$ cat src/hdl/bap_pkg.sv
// ----------------------------------------------------------------------------
// bap_pkg
// Shared widths, register codes and types of the block average pixelate unit.
// ----------------------------------------------------------------------------
package bap_pkg;

    localparam int MAX_WIDTH    = 2048;
    localparam int MAX_BLOCK    = 64;
    localparam int MIN_BLOCK    = 4;
    localparam int HEIGHT_LIMIT = 2048;

    localparam int SUM_DEPTH = MAX_WIDTH / MIN_BLOCK;
    localparam int COL_W     = $clog2(SUM_DEPTH);
    localparam int BLK_LOG   = $clog2(MAX_BLOCK);

    localparam int PIX_W  = 8;
    localparam int SEG_W  = PIX_W + BLK_LOG;
    localparam int SUM_W  = PIX_W + 2 * BLK_LOG;
    localparam int AREA_W = 2 * BLK_LOG + 1;
    localparam int BS_W   = BLK_LOG + 1;
    localparam int OFS_W  = BLK_LOG;
    localparam int DIM_W  = $clog2(HEIGHT_LIMIT) + 1;
    localparam int POS_W  = $clog2(MAX_WIDTH);
    localparam int CFG_W  = 12;
    localparam int CFG_IDX_W = 2;

    localparam int Q_STEPS = PIX_W;
    localparam int STEP_W  = $clog2(Q_STEPS);

    localparam int JOB_DEPTH = 4;
    localparam int JOB_AW    = $clog2(JOB_DEPTH);

    localparam logic [CFG_IDX_W-1:0] REG_BLOCK_SIZE   = 2'd0;
    localparam logic [CFG_IDX_W-1:0] REG_IMAGE_WIDTH  = 2'd1;
    localparam logic [CFG_IDX_W-1:0] REG_IMAGE_HEIGHT = 2'd2;

    localparam logic [BS_W-1:0]  BS_RESET = BS_W'(20);
    localparam logic [DIM_W-1:0] W_RESET  = DIM_W'(640);
    localparam logic [DIM_W-1:0] H_RESET  = DIM_W'(480);
    localparam logic [BS_W-1:0]  BS_MIN   = BS_W'(MIN_BLOCK);
    localparam logic [BS_W-1:0]  BS_MAX   = BS_W'(MAX_BLOCK);
    localparam logic [DIM_W-1:0] W_MAX    = DIM_W'(MAX_WIDTH);
    localparam logic [DIM_W-1:0] H_MAX    = DIM_W'(HEIGHT_LIMIT);

    typedef struct packed {
        logic [BS_W-1:0]  block_size;
        logic [DIM_W-1:0] width;
        logic [DIM_W-1:0] height;
    } t_cfg;

    // one horizontal run of a block inside one line
    typedef struct packed {
        logic [COL_W-1:0]       bcol;
        logic [COL_W-1:0]       brow;
        logic                   first;
        logic                   last;
        logic                   done;
        logic [2:0][SEG_W-1:0]  seg;
    } t_job;

    typedef struct packed {
        logic [2:0][PIX_W-1:0] avg;
        logic [COL_W-1:0]      bcol;
        logic [COL_W-1:0]      brow;
        logic                  done;
    } t_result;

    typedef enum logic [1:0] {
        S_IDLE,
        S_ACC,
        S_DIV,
        S_OUT
    } t_back_state;

endpackage

$ cat src/hdl/bap_fifo.sv
// ----------------------------------------------------------------------------
// bap_fifo
// Short job queue between the raster front end and the accumulate back end.
// ----------------------------------------------------------------------------
module bap_fifo (
    input  logic          i_clk,
    input  logic          i_rst_n,
    input  logic          i_push,
    input  bap_pkg::t_job i_job,
    input  logic          i_pop,
    output bap_pkg::t_job o_head,
    output logic          o_full,
    output logic          o_empty
);
    import bap_pkg::*;

    t_job              r_mem [JOB_DEPTH];
    logic [JOB_AW-1:0] r_wr;
    logic [JOB_AW-1:0] r_rd;
    logic [JOB_AW:0]   r_cnt;

    assign o_full  = (r_cnt == (JOB_AW+1)'(JOB_DEPTH));
    assign o_empty = (r_cnt == '0);
    assign o_head  = r_mem[r_rd];

    always_ff @(posedge i_clk) begin
        if (!i_rst_n) begin
            r_wr  <= '0;
            r_rd  <= '0;
            r_cnt <= '0;
        end else begin
            if (i_push) begin
                r_wr <= r_wr + 1'b1;
            end
            if (i_pop) begin
                r_rd <= r_rd + 1'b1;
            end
            if (i_push && !i_pop) begin
                r_cnt <= r_cnt + 1'b1;
            end else if (!i_push && i_pop) begin
                r_cnt <= r_cnt - 1'b1;
            end
        end
    end

    always_ff @(posedge i_clk) begin
        if (i_push) begin
            r_mem[r_wr] <= i_job;
        end
    end

    a_no_overflow: assert property (@(posedge i_clk) disable iff (!i_rst_n)
        !(i_push && o_full)) else $error("job pushed into full queue");
    a_no_underflow: assert property (@(posedge i_clk) disable iff (!i_rst_n)
        i_pop |-> !o_empty) else $error("job popped from empty queue");
    a_count_bound: assert property (@(posedge i_clk) disable iff (!i_rst_n)
        r_cnt <= (JOB_AW+1)'(JOB_DEPTH)) else $error("job count out of range");

endmodule

$ cat config.mk
export PLATFORM = sky130hd
export DESIGN_NAME = bap_fifo
export DESIGN_NICKNAME = d
export VERILOG_FILES = /design/src/hdl/bap_pkg.sv /design/src/hdl/bap_fifo.sv
export SDC_FILE = /design/constraint.sdc
export NUM_CORES = 1
export LEC_CHECK = 0
export BUFFER_PORTS_ARGS = -buffer_cell sky130_fd_sc_hd__buf_2
export CORE_ASPECT_RATIO = 0.9
export CORE_MARGIN = 10
export CORE_UTILIZATION = 55
export DETAILED_ROUTE_END_ITERATION = 10
export PLACE_DENSITY_LB_ADDON = 0.3
export SYNTH_ARGS = -nofsm -noshare
export SYNTH_HDL_FRONTEND = slang
export SYNTH_SLANG_ARGS = --single-unit
export TNS_END_PERCENT = 30
$ cat constraint.sdc
create_clock -name i_clk -period 5 [get_ports i_clk]
set_clock_uncertainty 0.1 [all_clocks]
set_input_delay 0.5 -clock i_clk [delete_from_list [all_inputs] [get_ports i_clk]]
set_output_delay 0.5 -clock i_clk [all_outputs]
set_load 0.005 [all_outputs]
# [Word level (Yosys, flattened, before mapping)]
# Memories as Yosys holds them, arrays and structs flattened. A register that Yosys moved wholly into a read port is not among the register bits.
# Cells that the tools add are included.
[classes] addsub=4 eq_ne=1 muxes=6 n_reduce_logical=6
[ops] operator="2-to-1 mux 3 bit" n=2
[ops] operator="adder 2 x 1 -> 2 bit (second input constant)" n=2
[ops] operator="2-to-1 mux 2 bit" n=2
[ops] operator="adder 3 x 1 -> 3 bit (second input constant)" n=1
[ops] operator="== test 3 bit (second input constant)" n=1
[ops] operator="logical NOT 3 bit" n=1
[ops] operator="subtractor 3 x 1 -> 3 bit (second input constant)" n=1
[ops] operator="logical AND 1 bit" n=2
[ops] operator="logical NOT 1 bit" n=2
[ops] operator="2-to-1 mux 1 bit" n=2
[ops] operator="nonzero test 2 bit" n=1
[word_totals] ff_bits=7 mem_bits_rw=252 inputBits=67 output_inout_bits=65 n_memories=1
[mem_list] name="r_mem" depth=4 word_bits=63 read_ports=1 rd_clocked_by_memory_dff=1 wr=1 line="bap_fifo.sv:17" text="t_job r_mem [JOB_DEPTH];"

# [Depth between registers and ports, before layout]
[logic_depth] depth_word=4 ltp_mapped=7 mapped_depth_nobuf=7

# [Worst setup path after synthesis]
# No wires, ideal clock.
[synth_timing] path_type="reg2reg" start="register r_wr[0]" end="memory r_mem[0][0] (netlist name), enable pin" setup_ns=0.427 t_arrival_ns=2.024 t_required_ns=4.473 setup_slack_ns=2.449 stages_incl_launch_ff=4 n_path_buf=0 cell_sequence="dfxtp_1 > inv_1 > ha_1 > and2_1"
[synth_rtl] item="start, declared" line="bap_fifo.sv:18" text="logic [JOB_AW-1:0] r_wr;"
[synth_rtl] item="start signal, assigned" line="bap_fifo.sv:33" text="r_wr <= r_wr + 1'b1;"
[synth_rtl] item="end, declared" line="bap_fifo.sv:17"
# Straight into the memory's write port.

==> impl_metrics.tcl <==
set metrics [dict create \
    hold_start "i_job[58]" \
    overflow 0 \
    hold_buffers 0 \
    cp_slowest_stage_delay_ns 0.72 \
    postCtsSetupBuffers 0 \
    max_slew_margin_pct 34.7 \
    first_pass_iters 4 \
    max-cap-violations 0 \
    clock_path_buffers 3 \
    hold_viol 0 \
    hp-class "input port to register" \
    yosys.area.top_type "edfxtp_1" \
    finalSetupTns_ns 0 \
    critPathLaunchType "register" \
    yosys_most_used_dff "edfxtp_1" \
    utilization_pct 66.0 \
    vias 4261 \
    dr.first_iter.drc_count 258 \
    fmax_mhz 324 \
    antenna_found_initial 4 \
    worstSetupEndpointType "primary output" \
    die_area_sq_um 23200 \
    area_delta_synth_final_pct 16.9 \
    core_area_sq_um 17000 \
    power_leakage_nw 3.80 \
    cp_max_fo 27 \
    path_cells "buf_4 -> mux4_2 -> buf_2" \
    seqCellArea_sq_um 7750 \
    fillers 1143 \
    tightestPinTransition_ns 0.980 \
    synth_area_leaders "edfxtp_1 (79%), mux4_2 (14%), dfxtp_1 (1.9%), buf_12 (1.3%), mux4_1 (0.82%)" \
    drc_errors 0 \
    powerDensity_nw_per_um2 424 \
    start_util_pct 56.5 \
    cp_slowest_cell "dfxtp_4" \
    synth.most_common_cell "edfxtp_1" \
    timing.rr.start "r_wr[0]" \
    routedWlPerCell_um 22.0 \
    clk_pin_slew_ns 0.06 \
    multi_input_area_sq_um 1690 \
    report.final.setup_viol 0 \
    cts_resized 0 \
    period_share_pct 61.6 \
    antenna_left 0 \
    track_usage_pct 14.4 \
    synth_edf_count 252 \
    worstPathRequired_ns 4.40 \
    gp_routability_congestion 0.682 \
    wl_um 17000 \
    ys_ff_latch 261 \
    routed_via_density 5.51 \
    cts_sinks 261 \
    async_reset_ff_share_pct 0 \
    grt_max_degree 64 \
    netlist.area_leader.share_pct 78.8 \
    min_to "r_mem[1][58]" \
    grt_pass1_vias 4575 \
    die_w_um 159 \
    drive_gt1_share_pct 43.2 \
    ir_worst_vdd_v 0.000320 \
    clockRootBuffer "clkbuf_16" \
    io_pins 132 \
    drv_slew 0 \
    reg2reg_depth 3 \
    synth_seq_area_share_pct 80.6 \
    status "completed" \
    worstPathArrival_ns 2.48 \
    insertion_delay_ns 0.51 \
    grt_pass1_wl_um 26300 \
    ys_top_cells_by_count "edfxtp_1 (252), mux4_2 (60), and2_1 (9), dfxtp_1 (9)" \
    num_rows 45 \
    cts_max_level 1 \
    io_buffers 131 \
    crit_type "register to primary output" \
    holdPathStages 1 \
    fin_crit_ns 3.08 \
    die_h_um 145 \
    synth_nets 445 \
    ys_types 22 \
    post-dp-hpwl_um 9980 \
    rsz0062_at_grt "no" \
    numCtsBuffers 26 \
    netlist_instances 372 \
    r2r_slack_ns 3.09 \
    syn_area_sq_um 9610 \
    ys.warnings.count 0 \
    nets 592 \
    cts_tree "yes" \
    worstReg2RegEnd "r_mem[0][7]" \
    syn_avg_cell_area_sq_um 25.8 \
]
layout make-up:
type                            instances  area share [%]
Inverter                                4           0.134
Clock buffer                           30            6.12
Tap cell                              235            2.62
Clock inverter                         14           0.969
Sequential cell                       261            69.1
Timing Repair Buffer                  133            5.97
Antenna cell                            3          0.0669
Multi-Input combinational cell         93            15.1
sequential cells by signal, indices dropped and copies added, names as in the netlist, named ones only:
| name | count |
|---|---|
| r_wr | 2 |
| r_cnt | 3 |
| r_rd | 2 |
| r_mem | 252 |
cell usage in the layout, fill, tap and decap left out, drive strengths merged:
master  synthesis  routed
diode           0       3
o21ai           1       1
ha              5       5
clkinv          0      12
mux2i           2       2
a21boi          1       1
nor3b           1       1
xnor2           2       2
mux4           63      63
edfxtp        252     252
xor2            3       3
inv             4       4
nand2           1       1
nor3            1       1
nor2b           2       2
and2            9       9
clkbuf          1      30
fa              1       1
bufinv          0       2
or3             1       1
dfxtp           9       9
buf            13     133
critical path, delay by kind of cell, from the launching register on:
| family | cells | cell delay (ns) |
|---|---|---|
| flops | 1 | 0.72 |
| mux | 1 | 0.57 |
| buf+inv | 2 | 0.65 |
cell families after synthesis:
group / Yosys count / share of synthesized area, %
AO/OA/AOI/OAI: 2 / 0.130
XOR/XNOR: 5 / 0.456
multiplexers: 65 / 15.1
AND/OR/NAND/NOR: 15 / 0.951
adder cells (fa/ha/maj): 6 / 0.859
flip-flops: 261 / 80.6
buffers and inverters: 18 / 1.88
report_power, final:
part	internal [mW]	total, mW	switching, mW	leakage (nW)
Combinational	0.204	0.389	0.185	1.02
Sequential	2.51	2.57	0.0576	2.39
Clock	1.07	1.80	0.728	0.390
Total	3.79	4.76	0.970	3.80
stage by stage:
stage | cells | cell area [sq um] | setup WS, ns | power (mW) | hold WS [ns]
global route | 771 | 11200 | 1.70 | 4.95 | 0.0837
finish | 773 | 11200 | 1.92 | 4.76 | 0.101
floorplan | 372 | 9610 | 2.45 | 2.84 | 0.372
global placement | 726 | 10400 | 2.38 | 3.00 | 0.384
detailed placement | 726 | 10400 | 2.36 | 3.02 | 0.417
CTS | 770 | 11200 | 1.81 | 4.82 | 0.0813
per-layer routing:
layer / wire, um / GRT usage [%]
met5: 7 / 0
met4: 265 / 3.66
met3: 1180 / 4.46
met2: 8310 / 23.0
met1: 7250 / 18.9
worst max-delay path by stage:
stage	startpoint	cells past startpoint	slack, ns	endpoint
2_1_floorplan	r_wr[0]	3	2.45	r_mem[0][0]
3_3_place_gp	register	3	2.38	o_head[48]
3_5_place_dp	register	3	2.36	o_head[54]
4_1_cts	register	3	1.81	o_head[4]
5_1_grt	register	3	1.70	o_head[4]
6_report	register	3	1.92	o_head[50]
No activity file was read; power rests on OpenSTA's default activity.
