`config.mk`:
```
export PLATFORM = sky130hd
export DESIGN_NAME = bap_front
export DESIGN_NICKNAME = d
export VERILOG_FILES = /design/src/hdl/bap_pkg.sv /design/src/hdl/bap_front.sv
export SDC_FILE = /design/constraint.sdc
export NUM_CORES = 1
export LEC_CHECK = 0
export BUFFER_PORTS_ARGS = -buffer_cell sky130_fd_sc_hd__buf_2
export CORE_MARGIN = 10
export CORE_UTILIZATION = 45
export CTS_CLUSTER_SIZE = 10
export DETAILED_ROUTE_END_ITERATION = 6
export PLACE_DENSITY_LB_ADDON = 0.05
export SLEW_MARGIN = 25
export SYNTH_ARGS = -nofsm -noshare
export SYNTH_HDL_FRONTEND = slang
export SYNTH_SLANG_ARGS = --single-unit
```
`constraint.sdc`:
```
create_clock -name i_clk -period 6.15 [get_ports i_clk]
set_input_delay 0.615 -clock i_clk [delete_from_list [all_inputs] [get_ports i_clk]]
set_output_delay 0.615 -clock i_clk [all_outputs]
set_load 0.03 [all_outputs]
```
`src/hdl/bap_pkg.sv`:
```
// ----------------------------------------------------------------------------
// bap_pkg
// Shared widths, register codes and types of the block average pixelate unit.
// ----------------------------------------------------------------------------
package bap_pkg;

    localparam int MAX_WIDTH    = 2048;
    localparam int MAX_BLOCK    = 64;
    localparam int MIN_BLOCK    = 4;
    localparam int HEIGHT_LIMIT = 2048;

    localparam int SUM_DEPTH = MAX_WIDTH / MIN_BLOCK;
    localparam int COL_W     = $clog2(SUM_DEPTH);
    localparam int BLK_LOG   = $clog2(MAX_BLOCK);

    localparam int PIX_W  = 8;
    localparam int SEG_W  = PIX_W + BLK_LOG;
    localparam int SUM_W  = PIX_W + 2 * BLK_LOG;
    localparam int AREA_W = 2 * BLK_LOG + 1;
    localparam int BS_W   = BLK_LOG + 1;
    localparam int OFS_W  = BLK_LOG;
    localparam int DIM_W  = $clog2(HEIGHT_LIMIT) + 1;
    localparam int POS_W  = $clog2(MAX_WIDTH);
    localparam int CFG_W  = 12;
    localparam int CFG_IDX_W = 2;

    localparam int Q_STEPS = PIX_W;
    localparam int STEP_W  = $clog2(Q_STEPS);

    localparam int JOB_DEPTH = 4;
    localparam int JOB_AW    = $clog2(JOB_DEPTH);

    localparam logic [CFG_IDX_W-1:0] REG_BLOCK_SIZE   = 2'd0;
    localparam logic [CFG_IDX_W-1:0] REG_IMAGE_WIDTH  = 2'd1;
    localparam logic [CFG_IDX_W-1:0] REG_IMAGE_HEIGHT = 2'd2;

    localparam logic [BS_W-1:0]  BS_RESET = BS_W'(20);
    localparam logic [DIM_W-1:0] W_RESET  = DIM_W'(640);
    localparam logic [DIM_W-1:0] H_RESET  = DIM_W'(480);
    localparam logic [BS_W-1:0]  BS_MIN   = BS_W'(MIN_BLOCK);
    localparam logic [BS_W-1:0]  BS_MAX   = BS_W'(MAX_BLOCK);
    localparam logic [DIM_W-1:0] W_MAX    = DIM_W'(MAX_WIDTH);
    localparam logic [DIM_W-1:0] H_MAX    = DIM_W'(HEIGHT_LIMIT);

    typedef struct packed {
        logic [BS_W-1:0]  block_size;
        logic [DIM_W-1:0] width;
        logic [DIM_W-1:0] height;
    } t_cfg;

    // one horizontal run of a block inside one line
    typedef struct packed {
        logic [COL_W-1:0]       bcol;
        logic [COL_W-1:0]       brow;
        logic                   first;
        logic                   last;
        logic                   done;
        logic [2:0][SEG_W-1:0]  seg;
    } t_job;

    typedef struct packed {
        logic [2:0][PIX_W-1:0] avg;
        logic [COL_W-1:0]      bcol;
        logic [COL_W-1:0]      brow;
        logic                  done;
    } t_result;

    typedef enum logic [1:0] {
        S_IDLE,
        S_ACC,
        S_DIV,
        S_OUT
    } t_back_state;

endpackage

```
`src/hdl/bap_front.sv`:
```
// ----------------------------------------------------------------------------
// bap_front
// Tracks the raster position, sums each block run along a line and queues it.
// ----------------------------------------------------------------------------
module bap_front (
    input  logic                       i_clk,
    input  logic                       i_rst_n,
    input  bap_pkg::t_cfg              i_cfg,
    input  logic                       i_restart,
    input  logic                       i_accept,
    input  logic [bap_pkg::PIX_W-1:0]  i_red,
    input  logic [bap_pkg::PIX_W-1:0]  i_green,
    input  logic [bap_pkg::PIX_W-1:0]  i_blue,
    input  logic                       i_frame_start,
    output logic                       o_job_push,
    output bap_pkg::t_job              o_job
);
    import bap_pkg::*;

    localparam int EXT_W = DIM_W + 1;

    logic [POS_W-1:0] r_px, r_py, r_xs, r_ys;
    logic [OFS_W-1:0] r_ox, r_oy;
    logic [COL_W-1:0] r_bcol, r_brow;
    logic [2:0][SEG_W-1:0] r_acc;

    logic [POS_W-1:0] e_px, e_py, e_xs, e_ys;
    logic [OFS_W-1:0] e_ox, e_oy;
    logic [COL_W-1:0] e_bcol, e_brow;

    logic [POS_W-1:0] n_px, n_py, n_xs, n_ys;
    logic [OFS_W-1:0] n_ox, n_oy;
    logic [COL_W-1:0] n_bcol, n_brow;
    logic [2:0][SEG_W-1:0] n_acc;

    logic [EXT_W-1:0] x_end, y_end, bs_e, w_e, h_e;
    logic             whole_x, whole_y, last_x, last_y, seg_last;
    logic [BS_W-1:0]  ox1, oy1;
    logic [DIM_W-1:0] px1, py1;
    logic [2:0][PIX_W-1:0] pix;

    always_comb begin
        pix    = {i_blue, i_green, i_red};
        e_px   = i_frame_start ? '0 : r_px;
        e_py   = i_frame_start ? '0 : r_py;
        e_xs   = i_frame_start ? '0 : r_xs;
        e_ys   = i_frame_start ? '0 : r_ys;
        e_ox   = i_frame_start ? '0 : r_ox;
        e_oy   = i_frame_start ? '0 : r_oy;
        e_bcol = i_frame_start ? '0 : r_bcol;
        e_brow = i_frame_start ? '0 : r_brow;

        bs_e  = EXT_W'(i_cfg.block_size);
        w_e   = EXT_W'(i_cfg.width);
        h_e   = EXT_W'(i_cfg.height);
        x_end = EXT_W'(e_xs) + bs_e;
        y_end = EXT_W'(e_ys) + bs_e;
        whole_x = (x_end <= w_e);
        whole_y = (y_end <= h_e);
        last_x  = ((x_end + bs_e) > w_e);
        last_y  = ((y_end + bs_e) > h_e);

        ox1 = BS_W'(e_ox) + 1'b1;
        oy1 = BS_W'(e_oy) + 1'b1;
        seg_last = (ox1 == i_cfg.block_size);

        for (int c = 0; c < 3; c++) begin
            n_acc[c] = (e_ox == '0) ? SEG_W'(pix[c]) : r_acc[c] + SEG_W'(pix[c]);
        end

        o_job_push = i_accept && whole_x && whole_y && seg_last;
        o_job.bcol  = e_bcol;
        o_job.brow  = e_brow;
        o_job.first = (e_oy == '0);
        o_job.last  = (oy1 == i_cfg.block_size);
        o_job.done  = last_x && last_y;
        o_job.seg   = n_acc;

        // advance the position
        n_px   = e_px;
        n_py   = e_py;
        n_xs   = e_xs;
        n_ys   = e_ys;
        n_ox   = ox1[OFS_W-1:0];
        n_oy   = e_oy;
        n_bcol = e_bcol;
        n_brow = e_brow;
        if (ox1 >= i_cfg.block_size) begin
            n_ox   = '0;
            n_xs   = POS_W'(x_end);
            n_bcol = e_bcol + 1'b1;
        end
        px1 = DIM_W'(e_px) + 1'b1;
        py1 = DIM_W'(e_py) + 1'b1;
        n_px = px1[POS_W-1:0];
        if (px1 >= i_cfg.width) begin
            n_px   = '0;
            n_ox   = '0;
            n_xs   = '0;
            n_bcol = '0;
            n_oy   = oy1[OFS_W-1:0];
            n_py   = py1[POS_W-1:0];
            if (oy1 >= i_cfg.block_size) begin
                n_oy   = '0;
                n_ys   = POS_W'(y_end);
                n_brow = e_brow + 1'b1;
            end
            if (py1 >= i_cfg.height) begin
                n_py   = '0;
                n_oy   = '0;
                n_ys   = '0;
                n_brow = '0;
            end
        end
    end

    always_ff @(posedge i_clk) begin
        if (!i_rst_n || i_restart) begin
            r_px   <= '0;
            r_py   <= '0;
            r_xs   <= '0;
            r_ys   <= '0;
            r_ox   <= '0;
            r_oy   <= '0;
            r_bcol <= '0;
            r_brow <= '0;
        end else if (i_accept) begin
            r_px   <= n_px;
            r_py   <= n_py;
            r_xs   <= n_xs;
            r_ys   <= n_ys;
            r_ox   <= n_ox;
            r_oy   <= n_oy;
            r_bcol <= n_bcol;
            r_brow <= n_brow;
        end
    end

    always_ff @(posedge i_clk) begin
        if (i_accept) begin
            r_acc <= n_acc;
        end
    end

endmodule

```
# Word level (Yosys, flattened, before mapping)
# Cells that the tools add are included.
[classes]
n_eq_ne = 2
reduce_logical = 8
add_sub_neg = 13
multipliers = 0
n_mux = 29
n_bitwise = 0
div_mod_pow = 0
order_cmp = 8
n_shift = 0
[ops]
columns = ["op", "n"]
rows = [
  ["2-to-1 mux 11 bit", 12],
  ["2-to-1 mux 9 bit", 7],
  ["adder 14 x 8 -> 14 bit", 3],
  ["2-to-1 mux 14 bit", 3],
  ["2-to-1 mux 6 bit", 7],
  ["adder 12 x 7 -> 13 bit", 2],
  ["> comparator 13 x 12 -> 1 bit", 2],
  ["adder 11 x 1 -> 12 bit (second input constant)", 2],
  ["adder 11 x 7 -> 12 bit", 2],
  [">= comparator 12 bit", 2],
  ["less-or-equal comparator 12 bit", 2],
  ["adder 9 x 1 -> 9 bit (second input constant)", 2],
  ["adder 6 x 1 -> 7 bit (second input constant)", 2],
  ["== test 7 bit", 2],
  [">= comparator 7 bit", 2],
  ["logical NOT 6 bit", 2],
  ["logical AND 1 bit", 4],
  ["logical NOT 1 bit", 1],
  ["logical OR 1 bit", 1],
]
[word_totals]
output_inout_bits = 64
mem_bits_ro = 0
ram_bits = 0
regBits = 116
wordCells = 71
memories = 0
latch_bits = 0
input_bits = 60

# Logic depth before layout (Yosys ltp)
[depth]
word_depth = 6
depth_mapped = 26
ltp_nobuf = 21

# Worst setup path after synthesis
# No wires, ideal clock.
[synth_timing]
path_type = "input to output"
start = "in i_frame_start"
end = "out o_job[42] (netlist bit)"
arrival_time_ns = 5.874
path_stages = 25
path_slack_ns = -0.339
path_buffers = 5
required_time_ns = 5.535
path_cell_list = "clkbuf_1 buf_2 buf_2 buf_2 buf_2 nor2b_1 ha_1 maj3_1 a211o_1 a21boi_0 o221ai_1 xnor2_1 ha_1 nand4_1 nand4b_1 a21o_1 a21oi_1 nor3b_2 a31o_1 ha_1 nand4_1 nor4_1 nor3_1 o21ai_0 a211oi_1"
[synth_lines]
columns = ["item", "line_no", "text"]
rows = [
  ["from (decl)", "bap_front.sv:14", "input logic i_frame_start,"],
  ["to (decl)", "bap_front.sv:16", "output bap_pkg::t_job o_job"],
]

==> reports/results.txt <==
DR DRC count -> 0
Fill cell count -> 2292
Worst R2R Path Depth -> 13
Setup violators final -> 0
Sink Count -> 116
Die extent in x -> 174.9 µm
Uppermost layer routed -> met4
Final setup TNS -> 0 ps
Hold Path Stages -> 2
RePlAce Congestion -> 0.8546
Largest net degree at the start of global routing -> 61
Post-Synth Adder-Cell Area -> 18.00%
M1 WL -> 14710 µm
TritonCTS clock tree -> done
Final ANT Viol Nets -> 0
Hold Crit Class -> register to register
Diodes inserted -> 0
I/O pins -> 124
CTS Hold Bufs -> 0
Initial antenna violation count -> 0
Status -> completed
Final setup margin -> 404.3 ps
Vias in the first global route -> 9718
CP arrival -> 5130 ps
Synth Area in Simple Gates -> 21.20%
CP max FO -> 14
Synth Register Bits -> 116
CP required -> 5530 ps
DIE HEIGHT -> 174.9 µm
Max_slew headroom -> 40.60%
Nets@finish -> 1626
FMAX -> 174.0 MHz
Length of the first detailed-routing pass in iterations -> 5
Setup WS pre-CTS -> 391.4 ps
Mean Syn Cell Area -> 8.290 µm²
PortBufs -> 123
R2r setup slk -> 1670 ps
Main combinational cell family by area after synthesis -> compound AO/OA/AOI/OAI gates
Final period util -> 93.43%
Fin cells -> 1748
DRC violation total after the first TritonRoute iteration -> 700
Clk_lat worst skew -> 430 ps
Tmin final -> 5746 ps
Synth Area in XOR/XNOR -> 6.735%
Post-synthesis sequential area ratio -> 25.41%
RSZ-0062 raised after global routing -> false
Synthesis-to-finish area growth -> 14.85%
Async set or reset register ratio after synthesis -> 0%
Final HPWL DP -> 23670 µm
Ys Warns -> 0
Die area -> 0.03058 mm²
Register area -> 0.002743 mm²
Critical Path Start Type -> input pin
GRT Overall Usage -> 20.11%
Critical path type -> input pin to output port
Fin area -> 0.01240 mm²
Worst-margin pin slew -> 890.0 ps
Post-synth net total -> 1512
Post-Syn Instances -> 1302
Core Region -> 0.02354 mm²
Starting density of the core -> 45.85%
Global-route wire length before repair -> 50600 µm
CTS Buf Count -> 17
Via count -> 9870
Multi-input logic area -> 0.007535 mm²
Pwr Density -> 188.0 mW/mm²
Main synth FF type -> dfxtp_1
Placed Cells incl. Taps -> 1715
Clock Pin Slew Worst Setup and Hold Paths -> 60 ps
Layout cells sized above 1 -> 15.40%
Max-cap violations -> 0
Compound-Gate Fraction of Synth Area -> 22.73%
Synth unique cells -> 87
Clk buf depth -> 2
CTS root buffer -> clkbuf_16
H-tree lvl count -> 4
Netlist Area Pre-Place -> 0.01079 mm²
Placed instance area -> 0.01178 mm²
Clock Skews -> 14.79 ps
Worst-case vdd ir drop -> 0.0001498 V
Final hold vios -> 0
Final Slew Violations -> 0
Post-synth EDFFs -> 42
Gr ovfl total -> 0
Leakage -> 5.468 nW
Mux contribution to synthesized area -> 0.9505%
Met2 WL -> 14620 µm
Routed met3 length -> 1461 µm
WHS -> 442.3 ps
# rows -> 56
DR WL/cell -> 17.86 µm
Detailed Route WL -> 31220 µm
Vias per inst -> 5.646
Worst setup EP type -> output port
-- worst max-delay path, stage by stage --
cell        delay, ps
buf_2             270
clkinvlp_4        200
xnor2_1           190
ha_1              210
a21boi_1          110
a2111oi_4         400
nand2_1           100
a22oi_1           230
xor2_1            280
ha_1              350
nand4_1           120
nand4b_1          130
a21o_1            220
a21oi_2           190
nor3b_2            80
a31o_1            230
ha_1              290
nand4_1           100
nor4_1             50
nor3_1            220
o21ai_0           150
a211oi_2          200
buf_2             220
-- cells in the mapped netlist (30+ instances only) --
master      n  area share [%]
clkbuf_1   32             1.1
nand2_1   107             3.7
edfxtp_1   42              12
nor2b_1    55             3.2
xor2_1     34             2.8
inv_1      89             3.1
nand3_1    46             2.1
dfxtp_1    74              14
o21ai_0    52             2.4
xnor2_1    49             4.0
a21o_1     30             2.1
nor2_1    101             3.5
ha_1      144              17
a21oi_1    99             4.6
-- layout make-up --
type,count,area share [%]
multi-input combinational,1047,60.78
sequential,116,22.12
timing repair buffer,143,6.197
clock buffer,18,3.462
tap,319,3.220
inverter,91,2.786
clock inverter,14,1.433
-- power breakdown --
part | switching [W] | total, W | internal, W
Combinational | 0.000289 | 0.000460 | 0.000171
Clock | 0.000404 | 0.00105 | 0.000643
Sequential | 0.00000924 | 0.000824 | 0.000815
Total | 0.000701 | 0.00233 | 0.00163
-- cell families (layout without fill, tap and decap cells) --
family                   Yosys count  in the layout
AO/OA/AOI/OAI                    352            352
AND/OR/NAND/NOR                  450            450
adder cells (fa/ha/maj)          152            152
buffers and inverters            139            266
flip-flops                       116            116
XOR/XNOR                          83             83
multiplexers                      10             10
-- sequential cells by signal, indices dropped and copies added, names as in the netlist --
signal  flops
r_oy        6
r_py       11
r_bcol      9
r_acc      42
r_ys       11
r_brow      9
r_ox        6
r_px       11
r_xs       11
-- cells in the final DEF, fill, tap and decap left out, types with 42 or more instances in the layout --
cell and n:
ha_1 143, edfxtp_1 42, buf_2 122, nand2_1 107, nand3_1 46, xnor2_1 49, nor2b_1 55, nor2_1 100
a21oi_1 98, dfxtp_1 74, o21ai_0 52, inv_1 88
-- metal layers --
metal	global-route usage [%]	vias up
met5	0	-
met4	5.369	0
met3	3.190	28
met2	33.43	233
met1	26.45	4612
li1	-	4997
-- stage by stage --
step	utilization (%)	total power [W]
4_1_cts	52.60	0.002354
5_1_grt	52.66	0.002452
3_5_place_dp	50.02	0.001298
2_1_floorplan	-	0.001158
6_report	52.66	0.002331
3_3_place_gp	50.01	0.001293
-- final timing paths --
| kind | startpoint | to |
|---|---|---|
| setup / recovery | i_cfg[25] | o_job[42] |
| hold / removal | r_brow[1] | r_brow[1] |
| setup reg to reg | r_px[0] | r_xs[9] |
| hold reg to reg | r_brow[1] | r_brow[1] |
-- repair_timing --
item | CTS | global route
buffers inserted | 0 | 1
endpoints found under the hold margin | 0 | 0
endpoints found under the setup margin | 0 | 1
resized for setup | 0 | 2
(Power assumes the default switching activity.)
