===== config.mk =====
export PLATFORM = sky130hd
export DESIGN_NAME = bap_ram
export DESIGN_NICKNAME = d
export VERILOG_FILES = /design/src/hdl/bap_ram.sv
export SDC_FILE = /design/constraint.sdc
export NUM_CORES = 1
export LEC_CHECK = 0
export BUFFER_PORTS_ARGS = -buffer_cell sky130_fd_sc_hd__buf_2
export CORE_UTILIZATION = 45
export CTS_CLUSTER_DIAMETER = 30
export DETAILED_ROUTE_END_ITERATION = 7
export GPL_TIMING_DRIVEN = 0
export HOLD_SLACK_MARGIN = 0.06
export PLACE_DENSITY_LB_ADDON = 0.2
export SYNTH_ARGS = -nofsm -noshare
export SYNTH_HDL_FRONTEND = slang
export SYNTH_SLANG_ARGS = --single-unit

===== constraint.sdc =====
create_clock -name i_clk -period 2.1 [get_ports i_clk]
set_input_delay 0.42 -clock i_clk [delete_from_list [all_inputs] [get_ports i_clk]]
set_output_delay 0.42 -clock i_clk [all_outputs]
set_load 0.05 [all_outputs]

===== src/hdl/bap_ram.sv =====
// ----------------------------------------------------------------------------
// bap_ram
// Generic simple dual port RAM, one write and one registered read per cycle.
// ----------------------------------------------------------------------------
module bap_ram #(
    parameter int WIDTH = 8,
    parameter int DEPTH = 16
) (
    input  logic                     i_clk,
    input  logic                     i_we,
    input  logic [$clog2(DEPTH)-1:0] i_waddr,
    input  logic [WIDTH-1:0]         i_wdata,
    input  logic [$clog2(DEPTH)-1:0] i_raddr,
    output logic [WIDTH-1:0]         o_rdata
);

    logic [WIDTH-1:0] r_mem [DEPTH];

    always_ff @(posedge i_clk) begin
        if (i_we) begin
            r_mem[i_waddr] <= i_wdata;
        end
        o_rdata <= r_mem[i_raddr];
    end

endmodule


## After elaboration in Yosys (flattened, before gate mapping)

Memory sizes are Yosys's and may differ from the RTL's. A register that Yosys moved wholly into a read port is not among the register bits.
Cells that the tools add are included.

- Flip-flop bits (word level): 0
- RAM bits: 128
- Input port bits: 18
- Output and inout bits: 8
- Memories: 1

- Mux-type cells: 2

Memory list:

| name | depth | width | read ports | clocked after memory_dff | wr ports | line | RTL |
|---|---|---|---|---|---|---|---|
| r_mem | 16 | 8 | 1 | 1 | 1 | 17 | `logic [WIDTH-1:0] r_mem [DEPTH];` |

Operators with widths:

| operator | count |
|---|---|
| two-way mux 1 bit | 2 |

## Logic depth before layout (Yosys ltp)

Gate-level depths: netlist of run 1.

- Depth after elaboration: 2
- Gate-level depth with buffers: 5
- Depth with buffers taken out: 3

## Worst setup path after synthesis of run 1

Ideal clock, no wire load.

- Path kind: input -> register
- Start: input port i_waddr[2]
- End: memory r_mem[0][0], enable pin
- Arrival: 1.530 ns
- Data required time: 1.717 ns
- Slack: 0.187 ns
- Stages: 2
- Buffers on the path: 0
- Cell sequence: or3b_2 > nor3_1

RTL lines:

| element | line | RTL |
|---|---|---|
| from (decl) | 11 | `input logic [$clog2(DEPTH)-1:0] i_waddr,` |
| to (decl) | 17 |  |

Straight into the memory's write port.

## Worst setup path after layout of run 1

- Start: input port i_waddr[2]
- End: memory r_mem[8][3], enable pin

Straight into the memory's write port.

==> results of run 1 <==
==> routing by layer <==
| layer | part of all wire | GRT usage | vias to the layer above |
|---|---|---|---|
| met4 | 0.013 | 0.0956 | 0 |
| met5 | 0 | 0 | - |
| li1 | - | - | 1059 |
| met1 | 0.45 | 0.273 | 1221 |
| met3 | 0.058 | 0.0400 | 8 |
| met2 | 0.48 | 0.272 | 80 |
==> synthesized netlist by cell type, types with 3 or more instances <==
cell,instances
edfxtp_1,128
mux4_2,18
a22oi_1,16
mux4_1,14
nor2_1,13
nand2_1,9
dfxtp_1,8
nor3_1,4
buf_2,3
buf_6,3
clkdlybuf4s25_2,3
==> power by group through the flow <==
stage / clock network, mW / registers (mW) / logic [mW]
finish: 3.13 / 3.05 / 0.351
global route: 3.28 / 3.05 / 0.375
CTS: 3.17 / 3.05 / 0.356
detailed placement: 0 / 3.11 / 0.353
global placement: 0 / 3.10 / 0.346
floorplan: 0 / 3.17 / 0.154
==> cell type report <==
class / count / area [um2]
fill: 827 / 4900
timing repair buffer: 24 / 120
multi-input combinational: 83 / 1060
clock buffer: 20 / 467
buffer: 10 / 86.3
tap: 140 / 175
sequential: 136 / 4000
clock inverter: 12 / 173
==> cells in the final DEF (no fill, tap or decap), types with 2 or more instances in the layout <==
master,count
clkinv_2,3
buf_6,3
buf_2,27
edfxtp_1,128
nor3_1,3
nand3b_1,2
bufinv_16,4
nand2_1,9
clkbuf_8,3
clkinvlp_4,5
nand2b_1,2
mux4_2,18
nor2_1,13
clkdlybuf4s25_2,3
a22oi_1,16
mux4_1,14
dfxtp_1,8
clkbuf_16,17
==> worst paths after layout <==
kind	startpoint	endpoint	slack [ns]	cells past startpoint
max reg2reg	r_mem[5][1]$_DFFE_PP_	o_rdata[1]$_DFF_P_	0.73	3
max	i_waddr[2]	r_mem[8][3]$_DFFE_PP_	0.27	3
min	i_wdata[0]	r_mem[2][0]$_DFFE_PP_	0.42	1
min reg2reg	r_mem[11][3]$_DFFE_PP_	o_rdata[3]$_DFF_P_	0.68	3
==> logic make-up after synthesis <==
| kind of cell | synth area share |
|---|---|
| AO/OA/AOI/OAI | 0.0233 |
| buffers and inverters | 0.0168 |
| flip-flops | 0.778 |
| multiplexers | 0.150 |
| AND/OR/NAND/NOR | 0.0318 |
==> what timing repair did <==
item / in CTS / in global routing
resized for setup: 0 / 1
setup endpoints to repair: 0 / 8
setup buffers: 0 / 0
==> state kept, by name, indices dropped and copies added, names as in the netlist <==
name     flops
o_rdata      8
r_mem      128
==> per-stage QoR <==
step / area (um2) / hold WS (ns) / util / setup TNS (ns)
floorplan: 5150 / 0.519 / - / 0
global placement: 5440 / 0.665 / 0.496 / -4.48
detailed placement: 5440 / 0.675 / 0.496 / -5.33
CTS: 6080 / 0.408 / 0.554 / 0
global route: 6090 / 0.420 / 0.554 / 0
finish: 6090 / 0.415 / 0.554 / 0
==> flow_summary.toml, run 1 <==
[outcome]
status = "finished, final reports clean"

[sta]
slew_violations = 0
clock_skew_ns = 0.00492
slew_headroom = 0.104
rsz0062_at_grt = "no"
hold_viol = 0
min_period_over_period = 0.871
period_minus_slack_ns = 1.83
max_freq_mhz = 547
setup_viol = 0
tightestPinTransition_ns = 1.33
fin_ws_ns = 0.272

[critical_path]
cp-start-kind = "primary input"
path_buf_inv = 1
critPathKind = "in2reg"
endpoint_kind = "flip-flop"
slowest_stage = "nor3_1"
crit_arrival_ns = 1.84
critical_path_required_ns = 2.11
crit_path_max_incr_delay_ns = 1.06
critPathTopFamily = "simple AND/OR/NAND/NOR gates"
cp_max_fo = 8
crit_chain = "buf_2 > nand3b_1 > nor3_1"

[place]
gp_congestion = 0.686
numPortBuffers = 24
post-place-cells = 393
dp_hpwl_um = 6100
dp_slack_ns = -0.373

[clocking]
holdBufCountCts = 0
cts_buffer_depth = 2
ctsHtreeMaxLevel = 4
cts_tree = "built"
cts_root_buffer = "clkbuf_16"
clk_latency_ns = 0.41
cts.sinks = 136
cts.clk_slew.worst_paths_ns = 0.05
numCtsBuffers = 17

[pwr]
p_int_mw = 5.23
sw_frac_of_total = 0.199
clkPwrFrac = 0.479
p_comb_frac = 0.054
leakagePower_nw = 2.04
fin_total_pwr_mw = 6.53
p_sw_mw = 1.30
ir_worst_vdd_mv = 0.452
power.density_nw_per_um2 = 1070
seqPwrFrac = 0.467

[route]
wl_per_cell_um = 23.1
via_per_inst = 5.57
via_count = 2368
drt_iter0_drc = 181
ant_nets = 0
first_pass_iters = 4
route.detailed.drc = 0
wl_um = 9820

[final_layout]
drive_above_1_share = 0.302
area_growth_pct = 18.3
layout.nets = 290
n_antenna_cell = 0
final_cells = 425

[logic_synthesis]
syn-num-nets = 247
ys.flop_type = "edfxtp_1"
yosysTopAreaCellShare = 0.747
synth_cells = 229
async_flop_share = 0
yosysSeqAreaShare = 0.778
avgSynthCellArea_um2 = 22.5
synth_area_um2 = 5150
synth_edf_count = 128
yosys-top-cells-area = "edfxtp_1 (75%), mux4_2 (7.9%), mux4_1 (7.1%)"
synth-seq-cells = 136
yosysWarnings = 0
yosysUniqueCellTypes = 19
yosysTopAreaCell = "edfxtp_1"

[die]
die-height_um = 109
rows = 38
io-pin-count = 26
start_util = 0.469
dieArea_um2 = 11900
coreArea_um2 = 11000
die_w_um = 109

[global_routing]
grt_max_degree = 17
track_usage = 0.189
antenna_found_initial = 0
grt_overflow = 0
grt_pass1_wl_um = 14800
grt_pass1_vias = 2417

[run]
drv_cap = 0

[hold_path]
worst_hold_path_type = "in2reg"
No activity file was read; power rests on OpenSTA's default activity.
==> run 2: changes to the inputs <==
--- a/config.mk
+++ b/config.mk
@@ -11,7 +11,6 @@
 export DETAILED_ROUTE_END_ITERATION = 7
 export GPL_TIMING_DRIVEN = 0
 export HOLD_SLACK_MARGIN = 0.06
-export PLACE_DENSITY_LB_ADDON = 0.2
 export SYNTH_ARGS = -nofsm -noshare
 export SYNTH_HDL_FRONTEND = slang
 export SYNTH_SLANG_ARGS = --single-unit
==> flow_summary.toml, run 2 (synthesis results as in run 1) <==
[final_layout]
layout_commonest_cell = "edfxtp_1"
reg_top3 = "r_mem: 128 flops, o_rdata: 8 flops"
drive_above_1_share = 0.298
regArea_um2 = 4000
multi_input_area_um2 = 1060
post-route-util = 0.547
layout.nets = 291
mostFrequentLayoutCells = "edfxtp_1 (128), buf_2 (27), mux4_2 (18)"
area_growth_pct = 16.7
largest-register = "r_mem"
nFillCells = 823
n_antenna_cell = 0
largest_reg_flops = 128

[global_routing]
grtUsageMet2 = 0.258
grt_max_degree = 17
grt_pass1_vias = 2331
gr-max-usage-layer = "met2"
met3_usage = 0.0424
track_usage = 0.180
grt_overflow = 0
grt_pass1_wl_um = 14000
met1_usage = 0.258
antenna_found_initial = 0

[sta]
tightestPinTransition_ns = 1.26
setup_viol = 0
slew_violations = 0
hold_viol = 0
slew_headroom = 0.151
clock_skew_ns = 0.00485
rsz0062_at_grt = "no"
max_freq_mhz = 560
period_minus_slack_ns = 1.78
fin_ws_ns = 0.315
min_period_over_period = 0.850
whs_ns = 0.419

[outcome]
status = "finished, final reports clean"

[critical_path]
r2r_start = "r_mem[11][0]$_DFFE_PP_"
crit_arrival_ns = 1.80
critical_path_required_ns = 2.11
slowest_stage = "nor3_1"
reg2reg_slack_ns = 0.68
r2r-end = "o_rdata[0]$_DFF_P_"
crit_chain = "buf_2 > nand3b_1 > nor3_1"
cp-start-kind = "primary input"
endpoint_kind = "flip-flop"
critPathKind = "in2reg"
reg2reg_depth = 3
cp_max_fo = 8
crit_path_max_incr_delay_ns = 1.01

[pwr]
fin_total_pwr_mw = 6.16
power.density_nw_per_um2 = 1020
leakagePower_nw = 2.03
ir_worst_vdd_mv = 0.477

[clocking]
cts_tree = "built"
cts_root_buffer = "clkbuf_16"
cts_buffer_depth = 2
clk_latency_ns = 0.41
cts.clk_slew.worst_paths_ns = 0.05
ctsHtreeMaxLevel = 4
holdBufCountCts = 0
numCtsBuffers = 17
cts.sinks = 136

[route]
via_per_inst = 5.52
ant_nets = 0
wl_per_cell_um = 22.2
wl_um = 9420
first_pass_iters = 4
via_count = 2348
drt_iter0_drc = 157
route.detailed.drc = 0

[die]
coreArea_um2 = 11000
die_w_um = 109
io-pin-count = 26
dieArea_um2 = 11900
rows = 38
start_util = 0.469
die-height_um = 109

[hold_path]
min_to = "r_mem[2][1]$_DFFE_PP_"
hold_depth = 1
hp-start = "i_wdata[1]"
worst_hold_path_type = "in2reg"

[place]
dp_slack_ns = -0.438
dp_hpwl_um = 5880
numPortBuffers = 24
gp_congestion = 0.675

[run]
drv_cap = 0
[run 2: cell types whose count changed in the layout (fill, tap and decap cells not counted), sizes merged]
cell and delta:
clkinvlp -5, bufinv -2, clkinv +7
[run 2: stage by stage]
step / instances / instance area (um2) / setup TNS [ns]
floorplan: 229 / 5150 / 0
global placement: 393 / 5440 / -4.86
detailed placement: 393 / 5440 / -6.03
CTS: 424 / 6000 / 0
global route: 425 / 6010 / 0
finish: 425 / 6010 / 0
[run 2: critical path, delay by kind of cell]
kind	cells	cell delay, ns
buf+inv	1	0.12
simple gates	2	1.26
[run 2: worst max path at each step]
stage | depth (start not counted) | from | slack (ns) | end
floorplan | 2 | i_waddr[2] | 0.19 | r_mem[0][0]$_DFFE_PP_
global placement | 3 | i_waddr[2] | -0.41 | r_mem[0][7]$_DFFE_PP_
detailed placement | 3 | i_waddr[2] | -0.44 | r_mem[0][7]$_DFFE_PP_
CTS | 3 | i_waddr[2] | 0.26 | r_mem[8][3]$_DFFE_PP_
global route | 3 | i_waddr[2] | 0.19 | r_mem[8][3]$_DFFE_PP_
finish | 3 | i_waddr[2] | 0.32 | r_mem[8][3]$_DFFE_PP_
[run 2: layer usage]
metal  vias to the layer above  routed length, um
met5                         -                  0
met4                         0                220
met3                        12                294
met2                        50               4450
met1                      1225               4460
li1                       1061                  -
[run 2: layout make-up]
cell class	instances	area share
plain buffers	10	0.0144
clock buffers	19	0.0737
clock inverters	12	0.0183
multi-input cells	83	0.177
flip-flops and latches	136	0.666
well taps	140	0.0292
repair buffers	25	0.0212
[run 2: report_power, final]
part,internal (mW),switching [mW]
Sequential,3.04,0.0123
Combinational,0.121,0.227
Clock,1.75,1.01
[run 2: timing repair]
item                                   4_1_cts  5_1_grt
endpoints found under the hold margin        0        0
setup buffers                                0        0
setup endpoints to repair                    8        0
gates resized for setup                      1        0
==> run 3: changes to the inputs <==
==> constraint.sdc (replaced) <==
create_clock -name i_clk -period 1.6 [get_ports i_clk]
set_input_delay 0.32 -clock i_clk [delete_from_list [all_inputs] [get_ports i_clk]]
set_output_delay 0.32 -clock i_clk [all_outputs]
set_load 0.05 [all_outputs]
==> flow_summary.toml, run 3 (synthesis results as in run 1) <==
[outcome]
status = "finished, final reports clean"

[pwr]
seqPwrFrac = 0.493
fin_total_pwr_mw = 8.13
p_comb_frac = 0.057
clkPwrFrac = 0.451
sw_frac_of_total = 0.200
p_int_mw = 6.50
power.density_nw_per_um2 = 1340
leakagePower_nw = 2.03
ir_worst_vdd_mv = 0.700
p_sw_mw = 1.63

[place]
gp_congestion = 0.673
placed_cell_area_um2 = 5450
dp_hpwl_um = 6030
numPortBuffers = 24

[clocking]
cts_buffer_depth = 2
cts.sinks = 136
holdBufCountCts = 0
cts.clk_slew.worst_paths_ns = 0.05
cts_tree = "built"
ctsHtreeMaxLevel = 4
numCtsBuffers = 17
cts_root_buffer = "clkbuf_16"
clk_latency_ns = 0.41

[hold_path]
hp-start = "i_wdata[6]"
hold_depth = 1
worst_hold_path_type = "in2reg"
min_to = "r_mem[6][6]$_DFFE_PP_"

[sta]
clock_skew_ns = 0.00959
period_minus_slack_ns = 1.46
hold_viol = 0
setup_tns_ns = 0
slew_headroom = 0.467
slew_violations = 0
whs_ns = 0.305
min_period_over_period = 0.912
setup_viol = 0
tightestPinTransition_ns = 0.796
rsz0062_at_grt = "no"
max_freq_mhz = 686

[die]
rows = 38
die-height_um = 109
dieArea_um2 = 11900
coreArea_um2 = 11000
die_w_um = 109
io-pin-count = 26
start_util = 0.469

[global_routing]
grt_overflow = 0
track_usage = 0.183
grt_pass1_wl_um = 14300
grt_pass1_vias = 2407
antenna_found_initial = 0
grt_max_degree = 17

[critical_path]
r2r_start = "r_mem[5][0]$_DFFE_PP_"
crit_chain = "mux4_1 > a22oi_1 > nand2_1"
crit_arrival_ns = 1.75
reg2reg_slack_ns = 0.14
critical_path_required_ns = 1.89
slowest_stage = "mux4_1"
cp-start-kind = "flip-flop"
critPathKind = "reg2reg"
cp_max_fo = 1
startpoint = "r_mem[5][0]$_DFFE_PP_"
crit_path_max_incr_delay_ns = 0.56
r2r-end = "o_rdata[0]$_DFF_P_"
reg2reg_depth = 3
endpoint_kind = "flip-flop"

[final_layout]
mostFrequentLayoutCells = "edfxtp_1 (128), buf_2 (27), mux4_2 (18)"
design_area_um2 = 6050
area_growth_pct = 17.5
drive_above_1_share = 0.305
layout_commonest_cell = "edfxtp_1"
post-route-util = 0.551
nFillCells = 817
n_antenna_cell = 0
largest-register = "r_mem"
reg_top3 = "r_mem: 128 flops, o_rdata: 8 flops"
largest_reg_flops = 128
layout.nets = 290

[route]
wl_per_cell_um = 22.5
first_pass_iters = 4
drt_iter0_drc = 127
via_count = 2316
ant_nets = 0
wl_um = 9570
route.detailed.drc = 0
via_per_inst = 5.45

[run]
drv_cap = 0
==> run 3: critical path: cells and delay by family, from the launching register on <==
kind | cells | cell delay, ns
compound gates | 1 | 0.34
flops | 1 | 0.35
mux | 1 | 0.56
simple gates | 1 | 0.09
==> run 3: layer usage <==
layer / track usage / up-vias / share of wire
met4: 0.0820 / 0 / 0.017
met5: 0 / - / 0
met2: 0.270 / 53 / 0.47
met3: 0.0508 / 14 / 0.040
met1: 0.255 / 1191 / 0.47
li1: - / 1058 / -
==> run 3: final cells by class <==
| cell class | count | area [um2] | area share |
|---|---|---|---|
| plain buffers | 10 | 86.3 | 0.0143 |
| clock buffers | 31 | 568 | 0.0939 |
| clock inverters | 1 | 5.00 | 0.000827 |
| multi-input cells | 83 | 1090 | 0.180 |
| flip-flops and latches | 136 | 4000 | 0.662 |
| well taps | 140 | 175 | 0.0290 |
| repair buffers | 24 | 120 | 0.0199 |
==> run 3: worst max path at each step <==
stage                                       end  slack [ns]  cells past startpoint
after global routing         o_rdata[0]$_DFF_P_        0.08                      3
final                        o_rdata[0]$_DFF_P_        0.14                      3
after floorplan           r_mem[3][0]$_DFFE_PP_        0.01                      2
after CTS                 r_mem[3][1]$_DFFE_PP_     -0.0009                      3
after global placement    r_mem[8][3]$_DFFE_PP_       -0.57                      3
after detailed placement  r_mem[8][3]$_DFFE_PP_       -0.53                      3
==> run 3: stage by stage <==
| step | cells | setup slack, ns |
|---|---|---|
| final | 425 | 0.142 |
| after detailed placement | 393 | -0.525 |
| after global placement | 393 | -0.572 |
| after global routing | 425 | 0.0840 |
| after floorplan | 229 | 0.0139 |
| after CTS | 425 | -0.000884 |
==> run 3: power groups by stage <==
stage,registers (mW),logic [mW],clock network (mW)
after floorplan,4.16,0.202,0
after global placement,4.07,0.454,0
after detailed placement,4.08,0.461,0
after CTS,4.00,0.464,3.69
after global routing,4.01,0.493,3.85
final,4.00,0.461,3.66
==> run 3: repair_timing <==
item	in CTS	in global routing
resized for setup	4	3
endpoints found under the setup margin	21	19
setup buffers	0	0
